`config.mk`:
```
export PLATFORM = sky130hd
export DESIGN_NAME = bsw_cfg_regs
export DESIGN_NICKNAME = d
export VERILOG_FILES = /design/src/design/bsw_pkg.sv /design/src/design/bsw_cfg_regs.sv
export SDC_FILE = /design/constraint.sdc
export NUM_CORES = 1
export LEC_CHECK = 0
export BUFFER_PORTS_ARGS = -buffer_cell sky130_fd_sc_hd__buf_4
export CORE_MARGIN = 10
export CORE_UTILIZATION = 40
export DETAILED_ROUTE_END_ITERATION = 10
export GPL_ROUTABILITY_DRIVEN = 1
export SLEW_MARGIN = 0
export SYNTH_ARGS = -nofsm -noshare
export SYNTH_HDL_FRONTEND = slang
export SYNTH_SLANG_ARGS = --single-unit
```
`constraint.sdc`:
```
create_clock -name aclk -period 1.6 [get_ports aclk]
set_clock_uncertainty 0.2 [all_clocks]
set_input_delay 0.16 -clock aclk [delete_from_list [all_inputs] [get_ports aclk]]
set_output_delay 0.16 -clock aclk [all_outputs]
set_load 0.02 [all_outputs]
```
`src/design/bsw_pkg.sv`:
```
`timescale 1ns / 1ps
// ----------------------------------------------------------------------------
// bsw_pkg: shared types and constants of the broadcast stride walker
// Holds the register map, the configuration bundle and small helpers that
// the register file, the stride builder and the walker all use.
// ----------------------------------------------------------------------------
package bsw_pkg;

    localparam int MAX_LEVELS = 6;
    localparam int NUM_OPS    = 4;
    localparam int SIZE_W     = 32;
    localparam int MASK_W     = 24;
    localparam int FIELD_W    = 48;
    localparam int LVL_W      = 3;
    localparam int OP_W       = 2;
    localparam int PADDR_W    = 5;
    localparam int PDATA_W    = 32;
    localparam int CHUNK_W    = 16;

    // Register indexes (word addresses); sizes occupy indexes zero to five.
    localparam logic [2:0] REG_SIZE_FIRST = 3'd0;
    localparam logic [2:0] REG_SIZE_LAST  = 3'd5;
    localparam logic [2:0] REG_VARY_MASKS = 3'd6;
    localparam logic [2:0] REG_FOUR_OP    = 3'd7;

    // Operand index of the fourth operand, present only in four-operand mode.
    localparam logic [OP_W-1:0] OP_D = 2'd3;

    typedef logic [SIZE_W-1:0] size_t;

    typedef struct packed {
        size_t [MAX_LEVELS-1:0] size;
        logic [MASK_W-1:0]      vary;
        logic                   four_op;
    } cfg_t;

    // Number of loop levels in use: four-operand mode drops the outermost level.
    function automatic logic [LVL_W-1:0] active_levels(input logic four_op,
                                                       input logic [LVL_W-1:0] levels);
        return (four_op && levels > 3'd5) ? 3'd5 : levels;
    endfunction

    // True when the operand varies along the given level.
    function automatic logic vary_bit(input logic [MASK_W-1:0] vary,
                                      input logic [LVL_W-1:0] lvl,
                                      input logic [OP_W-1:0] op);
        return vary[{lvl, op}];
    endfunction

endpackage

```
`src/design/bsw_cfg_regs.sv`:
```
`timescale 1ns / 1ps
// ----------------------------------------------------------------------------
// bsw_cfg_regs: configuration register file with APB-style access
// Holds the level sizes, the vary masks and the operand mode, and flags each
// completed write so that the stride tables get rebuilt.
// ----------------------------------------------------------------------------
module bsw_cfg_regs (
    input  logic                        aclk,
    input  logic                        aresetn,
    input  logic                        psel,
    input  logic                        penable,
    input  logic                        pwrite,
    input  logic [bsw_pkg::PADDR_W-1:0] paddr,
    input  logic [bsw_pkg::PDATA_W-1:0] pwdata,
    output logic [bsw_pkg::PDATA_W-1:0] prdata,
    output logic                        pready,
    output bsw_pkg::cfg_t               cfg,
    output logic                        wr_strobe
);
    import bsw_pkg::*;

    cfg_t            cfg_reg;
    cfg_t            cfg_next;
    logic            wr_en;
    logic [2:0]      reg_idx;

    assign pready  = 1'b1;
    assign reg_idx = paddr[PADDR_W-1:2];
    assign wr_en   = psel & penable & pwrite;

    // Register update on a completed write transfer.
    always_comb begin
        cfg_next = cfg_reg;
        if (wr_en) begin
            priority if (reg_idx <= REG_SIZE_LAST) begin
                cfg_next.size[reg_idx] = pwdata;
            end else if (reg_idx == REG_VARY_MASKS) begin
                cfg_next.vary = pwdata[MASK_W-1:0];
            end else begin
                cfg_next.four_op = pwdata[0];
            end
        end
    end

    always_ff @(posedge aclk) begin
        if (!aresetn) begin
            for (int j = 0; j < MAX_LEVELS; j++) begin
                cfg_reg.size[j] <= SIZE_W'(1);
            end
            cfg_reg.vary    <= '0;
            cfg_reg.four_op <= 1'b0;
        end else begin
            cfg_reg <= cfg_next;
        end
    end

    // Read-back mux.
    always_comb begin
        priority if (reg_idx <= REG_SIZE_LAST) begin
            prdata = cfg_reg.size[reg_idx];
        end else if (reg_idx == REG_VARY_MASKS) begin
            prdata = PDATA_W'(cfg_reg.vary);
        end else begin
            prdata = PDATA_W'(cfg_reg.four_op);
        end
    end

    assign cfg       = cfg_reg;
    assign wr_strobe = wr_en;

endmodule

```
; Word level (Yosys, flattened, before mapping)
; Cells that the tools add are included.
[op_classes]
eq_ne = 1
n_mul = 0
n_addsub = 0
shifts = 0
bitwise_logic = 4
div_mod_pow = 0
mux = 7
order_cmp = 3
reduce_logical = 4
[ops]
columns = cell, count
row1 = $bwmux W192, 1
row2 = $bmux W32 S3, 1
row3 = $demux W32 S3, 1
row4 = $mux W32, 3
row5 = $mux W24, 1
row6 = $reduce_and A3 Y1, 2
row7 = $lt A3 B4 Y1 const B, 1
row8 = $eq A3 B3 Y1 const B, 1
row9 = $ge A3 B1 Y1 const B, 1
row10 = $le A3 B3 Y1 const B, 1
row11 = $and A1 B1 Y1, 2
row12 = $not A1 Y1, 2
row13 = $reduce_and A2 Y1, 1
row14 = $logic_and A1 B1 Y1, 1
[totals]
ff_bits = 217
out_inout_bits = 251
rom_bits = 0
latchBits = 0
ramBits = 0
mem_count = 0
inputBits = 42

; Logic depth before layout (Yosys ltp)
[depth]
word_depth = 5
depth_mapped = 6

; Worst setup path after synthesis
; OpenSTA, ideal clock, no wires.
[synth_timing]
path_kind = input-to-output
startpoint = input port paddr[4] (netlist bit)
endpoint = output port prdata[21] (netlist bit)
stages = 6
setup_slack_ns = -0.119
path_buffers = 3
t_arrival_ns = 1.359
required_time_ns = 1.240
path_cell_list = buf_6 buf_2 inv_1 clkbuf_1 a22oi_1 o21ai_0
[synth_via]
elab_chain_len = 3
elab_cells_between_ends = 6
cone_classes = order compare (1) / eq/ne (1) / mux (4)
[synth_lines]
columns = element, line_no
row1 = start: declaration, bsw_cfg_regs.sv:13  ; input logic [bsw_pkg::PADDR_W-1:0] paddr,
row2 = $bmux W32 S3 or $eq A3 B3 Y1 (tied branches), "bsw_cfg_regs.sv:60, bsw_cfg_regs.sv:61"
row3 = $mux W32 (implied by the code) or $mux W24 (tied branches), "bsw_cfg_regs.sv:60, bsw_cfg_regs.sv:61"
row4 = $mux W32 *, bsw_cfg_regs.sv:59  ; priority if (reg_idx <= REG_SIZE_LAST) begin
row5 = end: declaration, bsw_cfg_regs.sv:15  ; output logic [bsw_pkg::PDATA_W-1:0] prdata,
; Every way passes the cells marked *; elsewhere a longest branch is shown, timed or not. The select of a mux whose other input is x is not followed.

; Worst setup path after layout
[layout_timing]
startpoint = register cfg_reg (netlist bit cfg[204])
endpoint = output port prdata[19] (netlist bit)
[layout_via]
elab_chain_len = 3
[layout_lines]
columns = element, line_no
row1 = start: declaration, bsw_cfg_regs.sv:22  ; cfg_t cfg_reg;
row2 = start signal: assignment, bsw_cfg_regs.sv:53  ; cfg_reg <= cfg_next;
row3 = $bmux W32 S3, bsw_cfg_regs.sv:60  ; prdata = cfg_reg.size[reg_idx];
row4 = $mux W32 (implied by the code), bsw_cfg_regs.sv:60
row5 = $mux W32, bsw_cfg_regs.sv:59
; Every way passes these cells. The select of a mux whose other input is x is not followed.

==> out/results.ini <==
[placement]
dp_cells=1810
io_buffer_count=289
place.gp.congestion=0.854
dpl_cell_area_sq_um=13800
dp.final_hpwl_mm=29.6

[timing]
finalWorstSetupSlack_ns=-0.468
finalCritPeriodShare_pct=129
period_needed_ns=2.07
finalHoldViolCount=0
tns_ns=-11.01
setup_violations=32
rsz0062_at_grt=true
clock.fmax_mhz=484
slew_violations=0

[layout]
diodes=0
regArea_sq_um=4450
areaGrowthSynthToFinish_pct=49.0
fin_util_pct=60.3
multiInputGateArea_sq_um=5700
instances_no_fill=1933
fin_area_sq_um=15700
largest_reg_flops=217
layout-drive-gt1-share_pct=42.8
nFillCells=2270
nets=1622

[clock_tree]
htree_levels=1
cts_sinks=217
clkTransAtPathRegs_ns=0.06
cts_inserted_buffers=25
clock-root-buffer=clkbuf_16
clk_path_buf_depth=3
cts_tree=yes
clk_latency_ns=0.52

[global_routing]
grt_pass1_wl_mm=67.4
grt-ovfl-total=0
grtUsageTotal_pct=24.8
antenna_found_initial=0
grt_pass1_vias=11200
grt_max_degree=99

[synth]
netlist.area_leader.share_pct=41.3
avgSynthCellArea_sq_um=8.83
synthFlopType=dfxtp_1
synth.cell_area_sq_um=10500
synthAdderAreaFrac_pct=0
async_flop_share_pct=0
synth_mux_area_share_pct=8.78
synth-simple-area-share_pct=13.0
synth_nets=1233
synth_compound_area_share_pct=30.3
synth_top_family_by_area=compound AO/OA/AOI/OAI gates
synth_most_common_cell=o21ai_0
synth_cell_types=48
synthXorXnorAreaFrac_pct=0
synth_largest_area_cell=dfxtp_1
syn_inst=1191
synthTopCellsByCount=o21ai_0 (228), nand3_1 (224), dfxtp_1 (217)
synth_edf_count=0
yosysSeqAreaShare_pct=41.3
synth_area_leaders=dfxtp_1 (41%), a21boi_0 (12%), o21ai_0 (11%), nand3_1 (11%), mux4_2 (4.1%)
synth_warnings=0
ys_seq_elements=217

[worst_setup_path]
slowest_delay_ns=0.45
r2r_setup_slack_ns=0.58
path_buf_inv=1
crit_chain=mux4_2 > mux2_4 > buf_6
cp-start-kind=flip-flop
critPathRequiredTime_ns=1.24
end_kind=primary output
slowest_stage=mux4_2
cp_data_arrival_time_ns=1.71
critical_path.top_delay_family=multiplexers
criticalPathCategory=reg -> out
path_max_fanout=2

[status]
status=finished, violations left
violations=setup timing

[floorplanning]
dieHeight_um=182
die-area_sq_um=33200
start_util_pct=40.5
ioPinCount=293
row_count=59
dieWidth_um=182
core_sq_um=26000

[power]
power.density_nw_per_um2=803
static-leakage-power_uw=0.00616
power.total_uw=12600
irDropWorstVdd_uv=611

[route]
ant_nets=0
drtPass1Iterations=5
wire_per_inst_um=22.8
vias_per_cell=5.86
vias=11300
drt_iter0_drc=1187
drc_errors=0
routed_wl_mm=44.1

[flow_run]
drv_cap=0

[worst_hold_path]
hp-class=in -> reg

final timing paths:
path / end / depth (start not counted) / start
setup / recovery: prdata[19] / 3 / cfg[204]
hold / removal: cfg[11] / 5 / pwrite
setup reg to reg: cfg[170] / 3 / cfg[170]
hold reg to reg: cfg[1] / 2 / cfg[1]
through the flow:
step,hold WS (ns),setup WS (ns)
floorplan,0.107,-0.0148
global placement,0.262,-0.183
detailed placement,0.269,-0.192
CTS,0.104,-0.478
global route,0.133,-0.503
finish,0.117,-0.468
final cells by class:
| cell class | count | share of cell area [%] |
|---|---|---|
| clock inverter | 8 | 0.272 |
| tap | 335 | 2.68 |
| multi-input combinational | 829 | 36.4 |
| clock buffer | 37 | 4.86 |
| timing repair buffer | 505 | 27.3 |
| inverter | 2 | 0.0479 |
| sequential | 217 | 28.4 |
cell usage in the layout (no fill, tap or decap), types with 25 or more instances in the layout:
cell / netlist / layout
a21boi_0: 166 / 166
a21boi_1: 45 / 45
buf_12: 0 / 28
buf_4: 8 / 429
clkbuf_16: 0 / 25
dfxtp_1: 217 / 134
dfxtp_2: 0 / 81
dlygate4sd3_1: 0 / 33
nand3_1: 224 / 224
o21ai_0: 228 / 217
kinds of logic (layout without fill, tap and decap cells):
family / after synthesis / after routing
AO/OA/AOI/OAI: 496 / 496
buffers and inverters: 145 / 552
flip-flops: 217 / 217
multiplexers: 65 / 65
other: 1 / 1
AND/OR/NAND/NOR: 267 / 267
worst reg2reg max path, cell delays in order, from the launching register on:
cell,delay [ns]
dfxtp_2,0.34
buf_4,0.12
o21ai_0,0.07
a21boi_0,0.20
timing repair:
item                                    4_1_cts  5_1_grt
resized for setup                           106       39
pin swaps                                    30       10
endpoints found under the setup margin       32       32
buffers inserted                             42        3
hold endpoints to repair                    217        0
hold buffers                                 33        0
gates cloned                                  0        0
routing by layer:
metal	vias to the layer above	part of all wire (%)	GRT usage, %
li1	5175	-	-
met1	5587	42	32.3
met2	493	47	40.1
met3	65	8.7	6.19
met4	0	2.4	6.41
met5	-	0	0
power breakdown:
part	switching, uW	internal [uW]	leakage, uW	total, uW
logic	870	612	0.00397	1480
registers	33.4	5440	0.00179	5480
clock network	2350	3270	0.000404	5620
Power figures use the tool's default switching activity.
