[config.mk]
export PLATFORM = sky130hd
export DESIGN_NAME = bsw_walker
export DESIGN_NICKNAME = d
export VERILOG_FILES = /design/src/design/bsw_pkg.sv /design/src/design/bsw_walker.sv
export SDC_FILE = /design/constraint.sdc
export NUM_CORES = 2
export LEC_CHECK = 0
export BUFFER_PORTS_ARGS = -buffer_cell sky130_fd_sc_hd__buf_4
export CAP_MARGIN = 25
export CELL_PAD_IN_SITES_DETAIL_PLACEMENT = 0
export CELL_PAD_IN_SITES_GLOBAL_PLACEMENT = 1
export CORE_AREA = 2 2 624 626
export CTS_BUF_LIST = sky130_fd_sc_hd__clkbuf_8
export DETAILED_ROUTE_END_ITERATION = 10
export DIE_AREA = 0 0 626 628
export PLACE_DENSITY = 0.41
export SKIP_CTS_REPAIR_TIMING = 1
export SLEW_MARGIN = 25
export SYNTH_ARGS = -nofsm -noshare
export SYNTH_HDL_FRONTEND = slang
export SYNTH_SLANG_ARGS = --single-unit
[constraint.sdc]
create_clock -name aclk -period 28.9 [get_ports aclk]
set_clock_uncertainty 0.15 [all_clocks]
set_input_delay 5.78 -clock aclk [delete_from_list [all_inputs] [get_ports aclk]]
set_output_delay 5.78 -clock aclk [all_outputs]
set_load 0.01 [all_outputs]
[src/design/bsw_pkg.sv]
`timescale 1ns / 1ps
// ----------------------------------------------------------------------------
// bsw_pkg: shared types and constants of the broadcast stride walker
// Holds the register map, the configuration bundle and small helpers that
// the register file, the stride builder and the walker all use.
// ----------------------------------------------------------------------------
package bsw_pkg;

    localparam int MAX_LEVELS = 6;
    localparam int NUM_OPS    = 4;
    localparam int SIZE_W     = 32;
    localparam int MASK_W     = 24;
    localparam int FIELD_W    = 48;
    localparam int LVL_W      = 3;
    localparam int OP_W       = 2;
    localparam int PADDR_W    = 5;
    localparam int PDATA_W    = 32;
    localparam int CHUNK_W    = 16;

    // Register indexes (word addresses); sizes occupy indexes zero to five.
    localparam logic [2:0] REG_SIZE_FIRST = 3'd0;
    localparam logic [2:0] REG_SIZE_LAST  = 3'd5;
    localparam logic [2:0] REG_VARY_MASKS = 3'd6;
    localparam logic [2:0] REG_FOUR_OP    = 3'd7;

    // Operand index of the fourth operand, present only in four-operand mode.
    localparam logic [OP_W-1:0] OP_D = 2'd3;

    typedef logic [SIZE_W-1:0] size_t;

    typedef struct packed {
        size_t [MAX_LEVELS-1:0] size;
        logic [MASK_W-1:0]      vary;
        logic                   four_op;
    } cfg_t;

    // Number of loop levels in use: four-operand mode drops the outermost level.
    function automatic logic [LVL_W-1:0] active_levels(input logic four_op,
                                                       input logic [LVL_W-1:0] levels);
        return (four_op && levels > 3'd5) ? 3'd5 : levels;
    endfunction

    // True when the operand varies along the given level.
    function automatic logic vary_bit(input logic [MASK_W-1:0] vary,
                                      input logic [LVL_W-1:0] lvl,
                                      input logic [OP_W-1:0] op);
        return vary[{lvl, op}];
    endfunction

endpackage

[src/design/bsw_walker.sv]
`timescale 1ns / 1ps
// ----------------------------------------------------------------------------
// bsw_walker: per-element level counters, operand offsets and result register
// Each accepted request loads the result register and, unless it is the final
// element, finds the innermost level that does not wrap and adds the matching
// prefix stride to every active operand offset, all in the same cycle.
// ----------------------------------------------------------------------------
module bsw_walker #(
    parameter int LEVELS      = 6,
    parameter int OFFSET_BITS = 48
) (
    input  logic                          aclk,
    input  logic                          aresetn,
    input  bsw_pkg::cfg_t                 cfg,
    input  logic [bsw_pkg::NUM_OPS-1:0][LEVELS-1:0][OFFSET_BITS-1:0] delta,
    input  logic                          build_busy,
    input  logic                          s_tvalid,
    output logic                          s_tready,
    input  logic                          restart,
    output logic                          m_tvalid,
    input  logic                          m_tready,
    output logic [bsw_pkg::FIELD_W-1:0]   offset_a,
    output logic [bsw_pkg::FIELD_W-1:0]   offset_b,
    output logic [bsw_pkg::FIELD_W-1:0]   offset_c,
    output logic [bsw_pkg::FIELD_W-1:0]   offset_d,
    output logic [bsw_pkg::FIELD_W-1:0]   result_index,
    output logic                          final_element
);
    import bsw_pkg::*;

    logic [LEVELS-1:0][SIZE_W-1:0]       cnt_reg, cnt_next, cnt_eff;
    logic [NUM_OPS-1:0][OFFSET_BITS-1:0] off_reg, off_next, off_eff, delta_sel;
    logic [OFFSET_BITS-1:0]              oc_reg, oc_next, oc_eff;
    logic                                done_reg, done_next;
    logic                                m_valid_reg;
    logic [FIELD_W-1:0]                  oa_reg, ob_reg, oc_out_reg, od_reg, idx_reg;
    logic                                last_reg;

    logic                                in_fire;
    logic                                fresh;
    logic [LVL_W-1:0]                    nl;
    logic [LEVELS-1:0]                   lvl_last, wrap, first;
    logic [LEVELS:0]                     carry;
    logic                                all_last;
    logic [NUM_OPS-1:0]                  op_on;

    assign s_tready = !build_busy && (!m_valid_reg || m_tready);
    assign in_fire  = s_tvalid && s_tready;

    // Level status: which levels sit at their last value, and the carry chain.
    always_comb begin
        fresh = restart | done_reg;
        nl    = active_levels(cfg.four_op, LVL_W'(LEVELS));
        for (int j = 0; j < LEVELS; j++) begin
            cnt_eff[j]  = fresh ? '0 : cnt_reg[j];
            lvl_last[j] = (LVL_W'(j) >= nl) ||
                          (({1'b0, cnt_eff[j]} + 33'd1) >= {1'b0, cfg.size[j]});
        end
        carry[0] = 1'b1;
        for (int j = 0; j < LEVELS; j++) begin
            wrap[j]      = carry[j] & lvl_last[j];
            first[j]     = carry[j] & ~lvl_last[j];
            carry[j + 1] = wrap[j];
        end
        all_last = carry[LEVELS];
    end

    // Offset step: pick the prefix stride of the level that advances.
    always_comb begin
        for (int i = 0; i < NUM_OPS; i++) begin
            off_eff[i]   = fresh ? '0 : off_reg[i];
            op_on[i]     = (i < NUM_OPS - 1) || cfg.four_op;
            delta_sel[i] = '0;
            for (int j = 0; j < LEVELS; j++) begin
                if (first[j]) begin
                    delta_sel[i] = delta_sel[i] | delta[i][j];
                end
            end
        end
        oc_eff = fresh ? '0 : oc_reg;
    end

    // Next walk state.
    always_comb begin
        cnt_next  = cnt_reg;
        off_next  = off_reg;
        oc_next   = oc_reg;
        done_next = done_reg;
        if (in_fire) begin
            if (all_last) begin
                cnt_next  = cnt_eff;
                off_next  = off_eff;
                oc_next   = oc_eff;
                done_next = 1'b1;
            end else begin
                for (int j = 0; j < LEVELS; j++) begin
                    priority if (wrap[j]) begin
                        cnt_next[j] = '0;
                    end else if (first[j]) begin
                        cnt_next[j] = cnt_eff[j] + SIZE_W'(1);
                    end else begin
                        cnt_next[j] = cnt_eff[j];
                    end
                end
                for (int i = 0; i < NUM_OPS; i++) begin
                    off_next[i] = op_on[i] ? (off_eff[i] + delta_sel[i]) : off_eff[i];
                end
                oc_next   = oc_eff + OFFSET_BITS'(1);
                done_next = 1'b0;
            end
        end
    end

    always_ff @(posedge aclk) begin
        if (!aresetn) begin
            cnt_reg     <= '0;
            off_reg     <= '0;
            oc_reg      <= '0;
            done_reg    <= 1'b0;
            m_valid_reg <= 1'b0;
        end else begin
            cnt_reg  <= cnt_next;
            off_reg  <= off_next;
            oc_reg   <= oc_next;
            done_reg <= done_next;
            if (in_fire) begin
                m_valid_reg <= 1'b1;
            end else if (m_tready) begin
                m_valid_reg <= 1'b0;
            end
        end
    end

    // Result register, loaded on every accepted request.
    always_ff @(posedge aclk) begin
        if (in_fire) begin
            oa_reg     <= FIELD_W'(off_eff[0]);
            ob_reg     <= FIELD_W'(off_eff[1]);
            oc_out_reg <= FIELD_W'(off_eff[2]);
            od_reg     <= cfg.four_op ? FIELD_W'(off_eff[3]) : '0;
            idx_reg    <= FIELD_W'(oc_eff);
            last_reg   <= all_last;
        end
    end

    assign m_tvalid      = m_valid_reg;
    assign offset_a      = oa_reg;
    assign offset_b      = ob_reg;
    assign offset_c      = oc_out_reg;
    assign offset_d      = od_reg;
    assign result_index  = idx_reg;
    assign final_element = last_reg;

    // An accepted request always leaves a result waiting.
    a_fire_valid: assert property (@(posedge aclk) disable iff (!aresetn)
        in_fire |=> m_valid_reg)
        else $error("accepted request produced no result");

    // The final element closes the walk.
    a_final_done: assert property (@(posedge aclk) disable iff (!aresetn)
        in_fire && all_last |=> done_reg && final_element)
        else $error("final element did not mark the walk as done");

    // Any other element advances the output index by one.
    a_index_step: assert property (@(posedge aclk) disable iff (!aresetn)
        in_fire && !all_last |=> oc_reg == $past(oc_eff + OFFSET_BITS'(1)))
        else $error("output index did not advance by one");

endmodule

==> After elaboration in Yosys (flattened, before gate mapping) <==
Index checks and enable logic that the tools add are counted.
{ "op_classes": {"n_addsub": 17, "order_cmp": 12, "bitwise_logic": 36, "reduce_logical": 12, "mux": 53} }
{ "op_table": {"columns": ["operator", "count"], "rows": [
  ["$mux W48", 31],
  ["$or A48 B48 Y48", 20],
  ["$mux W32", 16],
  ["$mux W192", 2],
  ["$add A32 B1 Y33 const B", 6],
  ["$ge A33 B32 Y1", 6],
  ["$add A32 B1 Y32 const B", 6],
  ["$add A48 B48 Y48", 4],
  ["$add A48 B1 Y48 const B", 1],
  ["$and A1 B1 Y1", 10],
  ["$logic_or A1 B1 Y1", 7],
  ["$ge A1 B3 Y1 const A", 2],
  ["$ge A2 B3 Y1 const A", 2],
  ["$ge A3 B3 Y1 const A", 2],
  ["$not A1 Y1", 5],
  ["$mux W1", 3],
  ["$logic_and A1 B1 Y1", 2],
  ["$logic_not A1 Y1", 2],
  ["$mux W2", 1],
  ["$reduce_bool A2 Y1", 1],
  ["$or A1 B1 Y1", 1]
]} }
{ "totals": {"register_bits": 675, "output_inout_bits": 243, "word_cells": 149, "inputBits": 1375} }

==> Depth between registers and ports, before layout <==
{ "logic_depth": {"word_depth": 19, "ltp_mapped": 48, "mapped_depth_nobuf": 37} }

==> Least setup slack after synthesis <==
Ideal clock, no wire load.
{ "synth_timing": {"path_kind": "input-to-reg", "startpoint": "in restart", "endpoint": "reg off_reg[94] in the netlist's numbering", "stages": 44, "arrival_ns": 15.234, "setup_ns": 0.128, "setup_slack_ns": 13.388, "required_ns": 28.622, "n_path_buf": 11, "cell_sequence": "nor2_2 -> buf_4 -> buf_4 -> buf_2 -> clkbuf_1 -> clkbuf_1 -> clkbuf_1 -> clkbuf_1 -> clkbuf_1 -> and2_1 -> ha_1 -> nand3_1 -> or2_4 -> nor4_4 -> nand3_1 -> or3_1 -> a21oi_1 -> ha_1 -> (+8 left out) -> buf_4 -> clkbuf_1 -> a222oi_1 -> nand2_1 -> ha_1 -> fa_1 -> a21o_1 -> a21oi_1 -> o21ai_0 -> a21o_1 -> o311ai_0 -> a31oi_1 -> o31ai_1 -> o21ai_0 -> a31oi_1 -> o21bai_1 -> xnor2_1 -> o21ai_1"} }
{ "synth_via": {"elab_chain_cells": 18, "elab_cells_between_ends": 54, "cone_classes": "add/sub: 7; order compare: 6; mux: 14; bitwise: 21; reduce/logical: 6"} }
{ "synth_rtl": {"columns": ["item", "line_no", "text"], "rows": [
  ["from (decl)", "bsw_walker.sv:19", "input logic restart,"],
  ["$or A1 B1 Y1 (*)", "bsw_walker.sv:52", "fresh = restart | done_reg;"],
  ["$mux W32", "bsw_walker.sv:55", "cnt_eff[j] = fresh ? '0 : cnt_reg[j];"],
  ["$add A32 B1 Y33", "bsw_walker.sv:57", "(({1'b0, cnt_eff[j]} + 33'd1) >= {1'b0, cfg.size[j]});"],
  ["$ge A33 B32 Y1", "bsw_walker.sv:57", null],
  ["$logic_or A1 B1 Y1", "bsw_walker.sv:56", "lvl_last[j] = (LVL_W'(j) >= nl) ||"],
  ["$mux W48 / $not A1 Y1 (equally long branches)", "bsw_walker.sv:75, bsw_walker.sv:62", null],
  ["$or A48 B48 Y48 / $and A1 B1 Y1 (equally long branches)", "bsw_walker.sv:76, bsw_walker.sv:62", null],
  ["$mux W48", "bsw_walker.sv:75", "if (first[j]) begin"],
  ["(+2 left out)", null, null],
  ["$or A48 B48 Y48", "bsw_walker.sv:76", "delta_sel[i] = delta_sel[i] | delta[i][j];"],
  ["$mux W48", "bsw_walker.sv:75", null],
  ["$or A48 B48 Y48", "bsw_walker.sv:76", null],
  ["$mux W48", "bsw_walker.sv:75", null],
  ["$or A48 B48 Y48", "bsw_walker.sv:76", null],
  ["$mux W48", "bsw_walker.sv:75", null],
  ["$add A48 B48 Y48", "bsw_walker.sv:106", "off_next[i] = op_on[i] ? (off_eff[i] + delta_sel[i]) : off_eff[i];"],
  ["$mux W192 (*)", "bsw_walker.sv:90", "if (all_last) begin"],
  ["to (signal assigned)", "bsw_walker.sv:123", "off_reg <= off_next;"],
  ["to (decl)", "bsw_walker.sv:32", "logic [NUM_OPS-1:0][OFFSET_BITS-1:0] off_reg, off_next, off_eff, delta_sel;"]
]} }
Mark *: on every way between the ends. The rest lies on a longest branch, timed or not.
A chain may end at the register's enable or synchronous reset.

==> Worst setup path after layout <==
{ "layout_timing": {"startpoint": "in restart", "endpoint": "reg off_reg[143] in the netlist's numbering"} }
Same word-level chain as after synthesis.

==> results.md <==
- Outcome: finished with violations
- Violated checks: design-rule violations
- Post-synth top area share: 16.91%
- Leak: 30.64 nW
- Worst-Skew Late Latency: 1.02 ns
- Final period util: 59.14%
- Largest net degree at the start of global routing: 107
- DR pass1 iterations: 11
- Syn_area_per_cell: 7.980 sq um
- Detailed Place HPWL: 288.9 mm
- CTS buffer count: 161
- Startpoint types: input pin
- Worst-margin pin slew: 1.208 ns
- Post-DR vias/cell: 4.255
- Slew HR: 18.61%
- Most frequent CP cell: buf_4
- Routed vias: 56430
- Footprint of the multi-input gates: 32930 sq um
- Layout cells sized above 1: 24.89%
- Port Buffers: 1593
- Crit path DAT: 17.79 ns
- Row count: 229
- Crit path required time: 29.60 ns
- Top-count cell post-synth: nand2_1
- Area Growth Syn to Fin: 41.01%
- Vias in the first global route: 56870
- Cells after synthesis: 6439
- Synth top area cells: dfxtp_1 17%, edfxtp_1 14%, ha_1 9.4%
- Clock sinks: 675
- Final Hold Vio Count: 0
- Routed WL: 355.6 mm
- Wire per inst: 26.82 um
- Final Setup Violations: 0
- Crit Path Max Fanout: 32
- Global placement routability congestion: 0.9689
- Max-Cap Viols: 0
- Crit. End Element: flip-flop
- Register area: 15930 sq um
- First-pass GRT wire length: 476.8 mm
- Worst hold path type: flip-flop to flip-flop
- CTS tree: built
- Post-synth top cells: 1021 x nand2_1, 434 x dfxtp_1, 395 x a22oi_1
- Synthesized flop and latch total: 675
- DR iter-0 viols: 4382
- Clock Tree Buf Depth: 4
- Fmax: 58.51 MHz
- Congestion Overflow GR: 0
- CTS H-tree depth: 4
- Number of flops mapped to enable cells by yosys: 241
- Post-Route Utilization: 18.72%
- Chip width: 626 um
- Pwr Density: 37.61 nW/um^2
- Asr flop ratio synth: 0%
- Crit path largest cell delay: 0.69 ns
- Area leader, netlist: dfxtp_1
- Drc violations: 9
- GRT Resource Usage Total: 17.28%
- Worst-path cell with the longest stage delay: o21ai_0
- Root buf cell: clkbuf_8
- Final nets: 9674
- Synth Cell Area: 51380 sq um
- Effective utilization at floorplan: 13.27%
- Io pins: 1618
- Total core area: 387100 sq um
- DRT antenna net count: 0
- Worst-path clk slew: 0.06 ns
- Initial antenna violation count: 95
- Max-slew violations: 0
- Period minus WS final: 17.09 ns
- Peak VDD IR: 28.18 uV
- Kind of critical path: input pin to flip-flop
- Syn. warnings: 0
- Filler cells: 43820
- Final TNS setup: 0 ns
- RSZ-0062 raised after global routing: no
- Synth Flop Type: dfxtp_1
- Die Span Y: 628 um
- Syn_nets: 8205
- Synth cell types: 94
- DIE AREA: 393100 sq um
- Sequential share of the synthesized area: 30.99%
==> cell usage in the layout (no fill, tap or decap), types with 10 or more instances in the layout <==
cell type | netlist | layout
or2_2 | 13 | 13
clkinv_2 | 0 | 12
o21a_1 | 31 | 31
inv_1 | 251 | 306
edfxtp_1 | 241 | 241
a22o_1 | 34 | 34
nand3_1 | 218 | 218
a222oi_1 | 192 | 192
a21boi_0 | 25 | 25
xnor2_1 | 172 | 172
or3_1 | 54 | 54
nand2_1 | 1021 | 1016
o21ai_1 | 43 | 44
nor2_1 | 364 | 361
a21o_1 | 137 | 137
buf_4 | 23 | 1703
dfxtp_1 | 434 | 434
and3_1 | 119 | 118
o21ai_0 | 393 | 390
a22oi_1 | 395 | 395
a211oi_1 | 28 | 27
nand4_1 | 75 | 75
diode_2 | 0 | 35
clkbuf_8 | 0 | 182
clkinv_1 | 0 | 17
nor2b_1 | 158 | 158
o21bai_1 | 26 | 26
a21oi_1 | 353 | 353
xor2_1 | 189 | 189
o211ai_1 | 30 | 30
and2_1 | 329 | 328
and4_1 | 24 | 24
nor4_1 | 15 | 14
nor3_1 | 51 | 50
ha_1 | 387 | 387
a31oi_1 | 23 | 23
nand2b_1 | 28 | 27
a221oi_1 | 10 | 10
==> per-stage QoR <==
| step | cell area [sq um] | hold slack (ns) | std cells | setup slack, ns | total power, mW |
|---|---|---|---|---|---|
| 2_1_floorplan | 51380 | 0.2708 | 6439 | 13.39 | 1.264 |
| 3_3_place_gp | 69200 | 0.2807 | 12940 | 10.68 | 1.586 |
| 3_5_place_dp | 69240 | 0.2829 | 12940 | 10.71 | 1.588 |
| 4_1_cts | 72350 | 0.2918 | 13230 | 11.81 | 2.805 |
| 5_1_grt | 72420 | 0.3039 | 13250 | 11.08 | 2.874 |
| 6_report | 72460 | 0.2888 | 13260 | 11.81 | 2.725 |
==> where the power goes <==
| part | switching (mW) | leakage [nW] | internal [mW] |
|---|---|---|---|
| Clock | 0.552 | 1.79 | 0.613 |
| Sequential | 0.0205 | 5.79 | 1.02 |
| Combinational | 0.288 | 23.1 | 0.236 |
==> routing by layer <==
layer  GRT usage (%)  routed length [um]
met5               0                 111
met4           4.823               10110
met3           2.727               18830
met2           30.64              176700
met1           21.37              149900
==> critical path, delay by kind of cell <==
family	cells	cell delay (ns)
AO/OA/AOI/OAI	13	4.93
AND/OR/NAND/NOR	14	3.89
buffers and inverters	7	1.91
adder cells (fa/ha/maj)	3	0.89
XOR/XNOR	1	0.21
==> kinds of logic (layout without fill, tap and decap cells) <==
logic type | count (synthesis) | in the layout | synth area share (%)
and+or+nand+nor | 2511 | 2511 | 23.55
AOI/OAI and AO/OA | 1837 | 1837 | 24.37
DFF | 675 | 675 | 30.99
buffers and inverters | 657 | 2249 | 5.211
adders and majority gates | 391 | 391 | 9.579
xor gates and xnor gates | 361 | 361 | 6.153
muxes | 7 | 7 | 0.1461
other | 0 | 35 | 0
==> final cells by class <==
type / count / area share, %
Multi-Input combinational cell: 5107 / 45.45
Sequential cell: 675 / 21.98
Timing Repair Buffer: 1711 / 17.87
Tap cell: 5197 / 8.974
Clock buffer: 182 / 3.457
Inverter: 252 / 1.319
Clock inverter: 104 / 0.8323
Antenna cell: 35 / 0.1209
==> path summary, 6_finish.rpt <==
| path | cells after the start | endpoint | startpoint | slack, ns |
|---|---|---|---|---|
| worst max-delay path | 38 | off_reg[143] | restart | 11.81 |
| worst min-delay path | 2 | off_reg[36] | off_reg[36] | 0.29 |
| worst max register to register | 37 | off_reg[143] | done_reg | 16.24 |
| worst min register to register | 2 | off_reg[36] | off_reg[36] | 0.29 |
Note: power is estimated with default switching activity, not from simulation.
