==> config.mk <==
export PLATFORM = sky130hd
export DESIGN_NAME = bsw_stride_builder
export DESIGN_NICKNAME = d
export VERILOG_FILES = /design/src/design/bsw_pkg.sv /design/src/design/bsw_stride_builder.sv
export SDC_FILE = /design/constraint.sdc
export NUM_CORES = 2
export LEC_CHECK = 0
export ABC_AREA = 1
export BUFFER_PORTS_ARGS = -buffer_cell sky130_fd_sc_hd__buf_4
export CORE_AREA = 2 2 537 539
export CTS_CLUSTER_DIAMETER = 40
export DETAILED_ROUTE_END_ITERATION = 10
export DIE_AREA = 0 0 539 541
export GPL_ROUTABILITY_DRIVEN = 0
export PLACE_DENSITY_LB_ADDON = 0.25
export SYNTH_ARGS = -nofsm -noshare
export SYNTH_HDL_FRONTEND = slang
export SYNTH_SLANG_ARGS = --single-unit
==> constraint.sdc <==
create_clock -name aclk -period 10.4 [get_ports aclk]
set_input_delay 1.56 -clock aclk [delete_from_list [all_inputs] [get_ports aclk]]
set_output_delay 1.56 -clock aclk [all_outputs]
set_load 0.05 [all_outputs]
==> src/design/bsw_pkg.sv <==
`timescale 1ns / 1ps
// ----------------------------------------------------------------------------
// bsw_pkg: shared types and constants of the broadcast stride walker
// Holds the register map, the configuration bundle and small helpers that
// the register file, the stride builder and the walker all use.
// ----------------------------------------------------------------------------
package bsw_pkg;

    localparam int MAX_LEVELS = 6;
    localparam int NUM_OPS    = 4;
    localparam int SIZE_W     = 32;
    localparam int MASK_W     = 24;
    localparam int FIELD_W    = 48;
    localparam int LVL_W      = 3;
    localparam int OP_W       = 2;
    localparam int PADDR_W    = 5;
    localparam int PDATA_W    = 32;
    localparam int CHUNK_W    = 16;

    // Register indexes (word addresses); sizes occupy indexes zero to five.
    localparam logic [2:0] REG_SIZE_FIRST = 3'd0;
    localparam logic [2:0] REG_SIZE_LAST  = 3'd5;
    localparam logic [2:0] REG_VARY_MASKS = 3'd6;
    localparam logic [2:0] REG_FOUR_OP    = 3'd7;

    // Operand index of the fourth operand, present only in four-operand mode.
    localparam logic [OP_W-1:0] OP_D = 2'd3;

    typedef logic [SIZE_W-1:0] size_t;

    typedef struct packed {
        size_t [MAX_LEVELS-1:0] size;
        logic [MASK_W-1:0]      vary;
        logic                   four_op;
    } cfg_t;

    // Number of loop levels in use: four-operand mode drops the outermost level.
    function automatic logic [LVL_W-1:0] active_levels(input logic four_op,
                                                       input logic [LVL_W-1:0] levels);
        return (four_op && levels > 3'd5) ? 3'd5 : levels;
    endfunction

    // True when the operand varies along the given level.
    function automatic logic vary_bit(input logic [MASK_W-1:0] vary,
                                      input logic [LVL_W-1:0] lvl,
                                      input logic [OP_W-1:0] op);
        return vary[{lvl, op}];
    endfunction

endpackage

==> src/design/bsw_stride_builder.sv <==
`timescale 1ns / 1ps
// ----------------------------------------------------------------------------
// bsw_stride_builder: sequencer that derives the per-level offset steps
// For each operand it walks the levels, keeps the running span (product of
// the sizes of the levels the operand varies along) with a 16-bit by 32-bit
// multiplier, one span chunk at a time, and stores prefix sums of the
// per-level strides, so the walker needs one add per operand per element.
// ----------------------------------------------------------------------------
module bsw_stride_builder #(
    parameter int LEVELS      = 6,
    parameter int OFFSET_BITS = 48
) (
    input  logic                  aclk,
    input  logic                  aresetn,
    input  bsw_pkg::cfg_t         cfg,
    input  logic                  start,
    output logic                  busy,
    output logic [bsw_pkg::NUM_OPS-1:0][LEVELS-1:0][OFFSET_BITS-1:0] delta
);
    import bsw_pkg::*;

    localparam int NCH      = (OFFSET_BITS + CHUNK_W - 1) / CHUNK_W;
    localparam int CW       = (NCH > 1) ? $clog2(NCH) : 1;
    localparam int PP_W     = CHUNK_W + SIZE_W;
    localparam int PP_EXT_W = OFFSET_BITS + PP_W;

    typedef enum logic [3:0] {
        ST_IDLE = 4'b0001,
        ST_INIT = 4'b0010,
        ST_MUL  = 4'b0100,
        ST_ACC  = 4'b1000
    } bld_state_t;

    bld_state_t              state_reg, state_next;
    logic [OP_W-1:0]         op_reg, op_next;
    logic [LVL_W-1:0]        lvl_reg, lvl_next;
    logic [CW-1:0]           chunk_reg, chunk_next;
    logic [OFFSET_BITS-1:0]  span_reg, span_next;
    logic [OFFSET_BITS-1:0]  prod_reg, prod_next;
    logic [OFFSET_BITS-1:0]  acc_reg, acc_next;
    logic [NUM_OPS-1:0][LEVELS-1:0][OFFSET_BITS-1:0] delta_reg, delta_next;

    logic                    op_on;
    logic [LVL_W-1:0]        nl;
    logic [LVL_W-1:0]        lvl_up;
    size_t                   size_cur;
    logic [OFFSET_BITS-1:0]  span_sh;
    logic [PP_W-1:0]         pp;
    logic [PP_EXT_W-1:0]     pp_ext;
    logic                    cur, nxt, inc0;
    logic [OFFSET_BITS-1:0]  new_span;
    logic [OFFSET_BITS-1:0]  stride;
    logic [OFFSET_BITS-1:0]  acc_sum;
    logic                    stride_on;
    logic                    last_lvl, last_chunk;
    logic                    wr_en;
    logic [LVL_W-1:0]        wr_lvl;
    logic [OFFSET_BITS-1:0]  wr_val;

    // Datapath: one partial product per cycle and the stride for the level.
    // A level of size zero counts as a level of size one.
    always_comb begin
        op_on     = (op_reg != OP_D) || cfg.four_op;
        nl        = active_levels(cfg.four_op, LVL_W'(LEVELS));
        lvl_up    = lvl_reg + 3'd1;
        size_cur  = (cfg.size[lvl_reg] == '0) ? SIZE_W'(1) : cfg.size[lvl_reg];
        span_sh   = span_reg >> {chunk_reg, 4'b0000};
        pp        = PP_W'(span_sh[CHUNK_W-1:0]) * PP_W'(size_cur);
        pp_ext    = PP_EXT_W'(pp) << {chunk_reg, 4'b0000};
        cur       = vary_bit(cfg.vary, lvl_reg, op_reg);
        nxt       = vary_bit(cfg.vary, lvl_up, op_reg);
        inc0      = op_on && vary_bit(cfg.vary, 3'd0, op_reg);
        new_span  = cur ? prod_reg : span_reg;
        stride_on = op_on && (lvl_up < nl);
        priority if (stride_on && nxt && !cur) begin
            stride = new_span;
        end else if (stride_on && cur && !nxt) begin
            stride = OFFSET_BITS'(0) - new_span;
        end else begin
            stride = '0;
        end
        acc_sum    = acc_reg + stride;
        last_lvl   = (lvl_reg == LVL_W'(LEVELS - 2));
        last_chunk = (chunk_reg == CW'(NCH - 1));
    end

    // Sequencer: operands outer, levels inner, chunks of the span innermost.
    always_comb begin
        state_next = state_reg;
        op_next    = op_reg;
        lvl_next   = lvl_reg;
        chunk_next = chunk_reg;
        span_next  = span_reg;
        prod_next  = prod_reg;
        acc_next   = acc_reg;
        wr_en      = 1'b0;
        wr_lvl     = '0;
        wr_val     = acc_sum;
        unique case (state_reg)
            ST_IDLE: begin
            end
            ST_INIT: begin
                span_next  = OFFSET_BITS'(1);
                acc_next   = OFFSET_BITS'(inc0);
                wr_en      = 1'b1;
                wr_lvl     = '0;
                wr_val     = OFFSET_BITS'(inc0);
                lvl_next   = '0;
                chunk_next = '0;
                prod_next  = '0;
                if (LEVELS > 1) begin
                    state_next = ST_MUL;
                end else if (op_reg == OP_D) begin
                    state_next = ST_IDLE;
                end else begin
                    op_next    = op_reg + 2'd1;
                    state_next = ST_INIT;
                end
            end
            ST_MUL: begin
                prod_next  = prod_reg + pp_ext[OFFSET_BITS-1:0];
                chunk_next = chunk_reg + CW'(1);
                if (last_chunk) begin
                    state_next = ST_ACC;
                end
            end
            ST_ACC: begin
                span_next = new_span;
                acc_next  = acc_sum;
                wr_en     = 1'b1;
                wr_lvl    = lvl_up;
                wr_val    = acc_sum;
                if (!last_lvl) begin
                    lvl_next   = lvl_up;
                    chunk_next = '0;
                    prod_next  = '0;
                    state_next = ST_MUL;
                end else if (op_reg == OP_D) begin
                    state_next = ST_IDLE;
                end else begin
                    op_next    = op_reg + 2'd1;
                    state_next = ST_INIT;
                end
            end
            default: begin
                state_next = ST_IDLE;
            end
        endcase
        // A register write restarts the whole pass.
        if (start) begin
            state_next = ST_INIT;
            op_next    = '0;
        end
    end

    // Table write port.
    always_comb begin
        delta_next = delta_reg;
        for (int i = 0; i < NUM_OPS; i++) begin
            for (int j = 0; j < LEVELS; j++) begin
                if (wr_en && op_reg == OP_W'(i) && wr_lvl == LVL_W'(j)) begin
                    delta_next[i][j] = wr_val;
                end
            end
        end
    end

    always_ff @(posedge aclk) begin
        if (!aresetn) begin
            state_reg <= ST_IDLE;
            op_reg    <= '0;
            lvl_reg   <= '0;
            chunk_reg <= '0;
            delta_reg <= '0;
        end else begin
            state_reg <= state_next;
            op_reg    <= op_next;
            lvl_reg   <= lvl_next;
            chunk_reg <= chunk_next;
            delta_reg <= delta_next;
        end
    end

    always_ff @(posedge aclk) begin
        span_reg <= span_next;
        prod_reg <= prod_next;
        acc_reg  <= acc_next;
    end

    assign busy  = (state_reg != ST_IDLE);
    assign delta = delta_reg;

endmodule

## After elaboration in Yosys (flattened, before gate mapping)

Index checks and enable logic that the tools add are counted.

- Register bits: 1307
- Input port bits: 220

- $lt $le $gt $ge: 5
- Eq/ne operators: 20
- Reductions and logical operators: 49
- $add $sub $neg: 6
- Shift-type cells: 2
- Multipliers: 1
- Bitwise operators: 3
- Mux-type cells: 29

Operator list:

| kind | number |
|---|---|
| $mux W48 | 5 |
| $pmux W48 S2 | 2 |
| $pmux W48 S3 | 1 |
| $add A48 B48 Y48 | 2 |
| $bmux W32 S3 | 1 |
| $mux W32 | 2 |
| $mul A16 B32 Y48 | 1 |
| $shl A48 B6 Y48 | 1 |
| $shr A48 B6 Y16 | 1 |
| $sub A1 B48 Y48 const A | 1 |
| $logic_and A1 B1 Y1 | 34 |
| $logic_not A32 Y1 | 1 |
| $pmux W4 S4 | 1 |
| $lt A5 B6 Y1 const B | 2 |
| $bmux W1 S5 | 2 |
| $eq A3 B3 Y1 const B | 3 |
| $mux W3 | 3 |
| $mux W2 | 4 |
| $ne A2 B2 Y1 const B | 4 |
| $reduce_and A2 Y1 | 4 |
| $eq A2 B2 Y1 const B | 3 |
| $eq A3 B2 Y1 const B | 2 |
| $lt A2 B6 Y1 const B | 1 |
| $pmux W2 S3 | 1 |
| other kinds (25) | 33 |

## Depth between registers and ports, before layout

- Word-level depth: 9
- Depth in mapped cells: 54
- Mapped depth without buffers: 51

## Worst setup path after synthesis

Ideal clock, no wire load.

- Path type: in2reg
- From: input cfg[65] (netlist bit)
- To: register prod_reg[38], data pin
- Setup slack: 0.955 ns
- Library setup time: 0.261 ns
- Arrival time: 9.184 ns
- Buffers on the path: 0
- Stages on the path: 44
- Cell sequence: o21ai_0 > o22ai_1 > nand2_1 > nand2_1 > clkinv_1 > nand4_1 > nor4_1 > nand4_1 > nand2_1 > nand2_1 > fa_1 > fa_1 > inv_1 > ha_1 > fa_1 > inv_1 > fa_1 > inv_1 > (+8 left out) > a21oi_1 > xor2_1 > nand2_1 > o211ai_1 > inv_1 > ha_1 > a21oi_1 > nor2_1 > nor2_1 > a21boi_0 > o21ai_0 > nor2_1 > inv_1 > a21boi_0 > o21ai_0 > a21o_1 > o21ai_0 > a21oi_1

- Cells in the longest elaborated chain, start to end: 8

RTL lines:

| item | RTL line | source |
|---|---|---|
| from (decl) | bsw_stride_builder.sv:15 | `input bsw_pkg::cfg_t cfg,` |
| $bmux W32 S3 (*) | bsw_stride_builder.sv:66 | `size_cur = (cfg.size[lvl_reg] == '0) ? SIZE_W'(1) : cfg.size[lvl_reg];` |
| $mux W32 (not written as such) (*) | bsw_stride_builder.sv:66 |  |
| $logic_not A32 Y1 | bsw_stride_builder.sv:66 |  |
| $mux W32 (*) | bsw_stride_builder.sv:66 |  |
| $mul A16 B32 Y48 (*) | bsw_stride_builder.sv:68 | `pp = PP_W'(span_sh[CHUNK_W-1:0]) * PP_W'(size_cur);` |
| $shl A48 B6 Y48 (*) | bsw_stride_builder.sv:69 | `pp_ext = PP_EXT_W'(pp) << {chunk_reg, 4'b0000};` |
| $add A48 B48 Y48 (*) | bsw_stride_builder.sv:121 | `prod_next = prod_reg + pp_ext[OFFSET_BITS-1:0];` |
| $pmux W48 S3 (*) | bsw_stride_builder.sv:99 | `unique case (state_reg)` |
| to (signal assigned) | bsw_stride_builder.sv:186 | `prod_reg <= prod_next;` |
| to (decl) | bsw_stride_builder.sv:39 | `logic [OFFSET_BITS-1:0] prod_reg, prod_next;` |

Every way passes the cells marked *; elsewhere a longest branch is shown, timed or not. The select of a mux whose other input is x is not followed.
A chain may end at the register's enable or synchronous reset.

## Worst setup path after layout

- From: register chunk_reg[0]
- To: register prod_reg[46], data pin

- Cells in the longest elaborated chain, start to end: 5

RTL lines:

| item | RTL line | source |
|---|---|---|
| from (decl) | bsw_stride_builder.sv:37 | `logic [CW-1:0] chunk_reg, chunk_next;` |
| from (signal assigned) | bsw_stride_builder.sv:179 | `chunk_reg <= chunk_next;` |
| $shr A48 B6 Y16 | bsw_stride_builder.sv:67 | `span_sh = span_reg >> {chunk_reg, 4'b0000};` |
| $mul A16 B32 Y48 | bsw_stride_builder.sv:68 |  |
| $shl A48 B6 Y48 (*) | bsw_stride_builder.sv:69 |  |
| $add A48 B48 Y48 (*) | bsw_stride_builder.sv:121 |  |
| $pmux W48 S3 (*) | bsw_stride_builder.sv:99 |  |

Every way passes the cells marked *; elsewhere a longest branch is shown, timed or not.

==> flow_summary_export.csv <==
group,metric,value,unit
status,outcome,"complete, no violations",
final_layout,area_growth,35.3,%
power_and_ir_drop,power.density,437,nW/um^2
power_and_ir_drop,p_int,22.0,mW
synth,synth_area_leader_cell,"dfxtp_1",
synth,yosysTopAreaCellShare,33.4,%
route,routedWlPerCell,26.0,um
cts,htreeDepth,4,
worst_setup_path,end_kind,"register",
synth,ys_seq_elements,1307,
run,drv_cap,0,
synth,synthTopCellsByArea,"dfxtp_1 (33%), fa_1 (12%), o21ai_0 (10%), a21oi_1 (9.9%), edfxtp_1 (6.2%)",
final_layout,nNetsFinal,10891,
global_routing,grt_max_degree,237,
final_layout,design_area,94500,sq um
power_and_ir_drop,clkPwrFrac,19.2,%
cts,root_buffer,"clkbuf_16",
die,pin_count,1373,
global_routing,grt_pass1_vias,67618,
sta,fin_setup_tns,0,ns
worst_setup_path,crit_type,"register to register",
synth,ys.flop_type,"dfxtp_1",
sta,grt_setup_unrepaired,"yes",
worst_hold_path,hold_path_class,"register to register",
worst_hold_path,min_to,"delta[822]",
worst_setup_path,r2r_end,"prod_reg[46]",
worst_setup_path,cpMostUsedCell,"nand2_1",
power_and_ir_drop,p_seq_share,12.5,%
synth,async_reset_ff_share,0,%
cts,cts-hold-fix-buffers,0,
global_routing,grt_usage,23.9,%
synth,yosys_warnings,0,
power_and_ir_drop,switchingPower,19.2,mW
worst_setup_path,cp-start-kind,"register",
worst_hold_path,holdCritStartpoint,"delta[822]",
route,drc,0,
synth,synth-edff-count,144,
route,drt_iter0_markers,5911,
worst_setup_path,cp.required,10.98,ns
power_and_ir_drop,sw_frac_of_total,46.6,%
worst_setup_path,worstPathMaxFanout,24,
route,viasPerCell,4.93,
placement,pre_cts_ws,-0.324,ns
global_routing,grt_pass1_wl,507,mm
synth,ys_types,61,
power_and_ir_drop,peakVddDrop,0.795,mV
placement,hpwl,264,mm
die,die_w,539,um
global_routing,antenna_found_initial,23,
cts,cts_tree,"yes",
worst_setup_path,rr_startpoint,"chunk_reg[0]",
die,start_util,24.4,%
sta,setup_ws,0.528,ns
cts,cts_num_sinks,1307,
worst_hold_path,hold_path_depth,2,
worst_setup_path,rrSetupSlack,0.53,ns
placement,dp.cells,13572,
synth,ys_seq_area_share,39.6,%
worst_setup_path,critPathSlowestCell,"clkinv_1",
synth,synth_area,69800,sq um
sta,fin_crit_sh,94.9,%
sta,hold_viol_final,0,
final_layout,drive_above_1_share,23.2,%
placement,place_area,86300,sq um
global_routing,overflow,0,
sta,tightest_slew,1.24,ns
cts,cts_buffers,230,
final_layout,largest_reg_flops,1152,
synth,postSynthAreaPerCell,8.08,sq um
sta,holdWs,0.507,ns
worst_setup_path,crit_arrival,10.46,ns
synth,syn-instance-count,8640,
die,fp-row-count,197,
power_and_ir_drop,p_leak,43.1,nW
sta,fin_crit,9.87,ns
route,postRouteAntennaNets,0,
final_layout,fin_cells,14017,
cts,clock_latency,0.98,ns
sta,fin_skew,0.144,ns
cts,cts_buffer_depth,4,
sta,final-setup-viol-count,0,
route,num_vias,69173,
synth,synthesis.nets,9504,
sta,drv_slew,0,
worst_setup_path,cp_slowest_stage_delay,0.81,ns
sta,relSlewSlack,17.3,%
route,wirelength,364,mm
cts,clk_pin_slew_worst_paths,0.06,ns
sta,fmax,101,MHz
die,core,286000,sq um
worst_setup_path,ff2ff_path_depth,40,
die,die_h,541,um
route,dr.pass1.iters,6,
die,dieArea,292000,sq um
power_and_ir_drop,pwr-share-comb,68.4,%
placement,portBuffers,1372,
power groups by stage:
| stage | registers (mW) | logic [mW] | clock network, mW |
|---|---|---|---|
| CTS | 5.14 | 28.0 | 8.02 |
| finish | 5.14 | 28.2 | 7.91 |
| global route | 5.14 | 30.8 | 8.24 |
| global placement | 5.24 | 27.9 | 0 |
| floorplan | 5.26 | 13.9 | 0 |
| detailed placement | 5.24 | 27.7 | 0 |
worst max-delay path by stage:
| stage | startpoint | endpoint | slack, ns | cells past startpoint |
|---|---|---|---|---|
| 6_report | chunk_reg[0] | prod_reg[46] | 0.53 | 40 |
| 5_1_grt | lvl_reg[0] | prod_reg[38] | -0.03 | 49 |
| 4_1_cts | lvl_reg[1] | prod_reg[44] | 0.42 | 43 |
| 3_5_place_dp | cfg[176] | prod_reg[46] | -0.32 | 46 |
| 3_3_place_gp | cfg[176] | prod_reg[38] | -0.62 | 46 |
| 2_1_floorplan | cfg[65] | prod_reg[38] | 0.96 | 44 |
metal layers:
metal | global-route usage, % | up-vias | wire (um)
met5 | 0 | - | 13
met4 | 13.2 | 2 | 22500
met3 | 6.22 | 699 | 29700
met2 | 39.6 | 2888 | 172000
met1 | 28.0 | 34048 | 140000
li1 | - | 31536 | -
cells in the final DEF (no fill, tap or decap), types with 84 or more instances in the layout:
cell,instances
nor2_1,622
a21oi_1,1375
edfxtp_1,144
dfxtp_1,1161
nand3_1,124
ha_1,224
buf_4,1778
inv_1,905
fa_1,420
o21ai_0,1392
nand2_1,945
nor3_1,84
clkbuf_16,230
critical path, delay by kind of cell, from the launching register on:
| kind | cells | cell delay [ns] |
|---|---|---|
| buffers and inverters | 7 | 1.71 |
| flip-flops | 1 | 0.36 |
| AND/OR/NAND/NOR | 11 | 1.23 |
| AO/OA/AOI/OAI | 14 | 2.91 |
| adder cells (fa/ha/maj) | 8 | 3.39 |
layout make-up:
type                       instances  area [sq um]
antenna                            9          22.5
clock inverter                   170          2110
tap                             3781          4730
timing repair buffer            1802         13800
multi-input combinational       5754         36600
inverter                         932          3510
clock buffer                     262          6010
fill                           30113        192000
sequential                      1307         27600
logic make-up (layout without fill, tap and decap cells):
| family | after synthesis | in the layout | synth area share [%] |
|---|---|---|---|
| other | 0 | 9 | 0 |
| buffers and inverters | 1579 | 3166 | 8.69 |
| and+or+nand+nor | 1951 | 1951 | 11.4 |
| DFF | 1307 | 1307 | 39.6 |
| AOI/OAI and AO/OA | 3067 | 3067 | 23.2 |
| muxes | 4 | 4 | 0.0574 |
| xor gates and xnor gates | 88 | 88 | 1.10 |
| adders and majority gates | 644 | 644 | 16.1 |
what timing repair did:
item	CTS	global route
resized for setup	0	13
buffers inserted	0	4
setup endpoints to repair	0	20
synthesized netlist by cell type (13+ instances only):
| library cell | n |
|---|---|
| nand2_1 | 967 |
| edfxtp_1 | 144 |
| dfxtp_1 | 1163 |
| nor2_1 | 650 |
| or2_2 | 32 |
| o22ai_1 | 35 |
| clkinv_1 | 13 |
| o211ai_1 | 42 |
| buf_2 | 18 |
| nand4_1 | 26 |
| a21oi_4 | 17 |
| buf_1 | 24 |
| a21boi_0 | 13 |
| xnor2_1 | 33 |
| nor4_1 | 18 |
| a21oi_1 | 1376 |
| a31oi_1 | 52 |
| nand3_1 | 132 |
| ha_1 | 224 |
| nor3_1 | 85 |
| inv_1 | 915 |
| o31ai_1 | 13 |
| xor2_1 | 55 |
| fa_1 | 420 |
| o21ai_0 | 1398 |
| o21a_1 | 63 |
| clkbuf_1 | 588 |
metrics by stage:
| stage | util, % | power (mW) |
|---|---|---|
| after floorplan | - | 19.1 |
| after global placement | 30.1 | 33.1 |
| after global routing | 33.0 | 44.1 |
| after CTS | 33.0 | 41.1 |
| final | 33.0 | 41.2 |
| after detailed placement | 30.1 | 33.0 |
(Power assumes the default switching activity.)
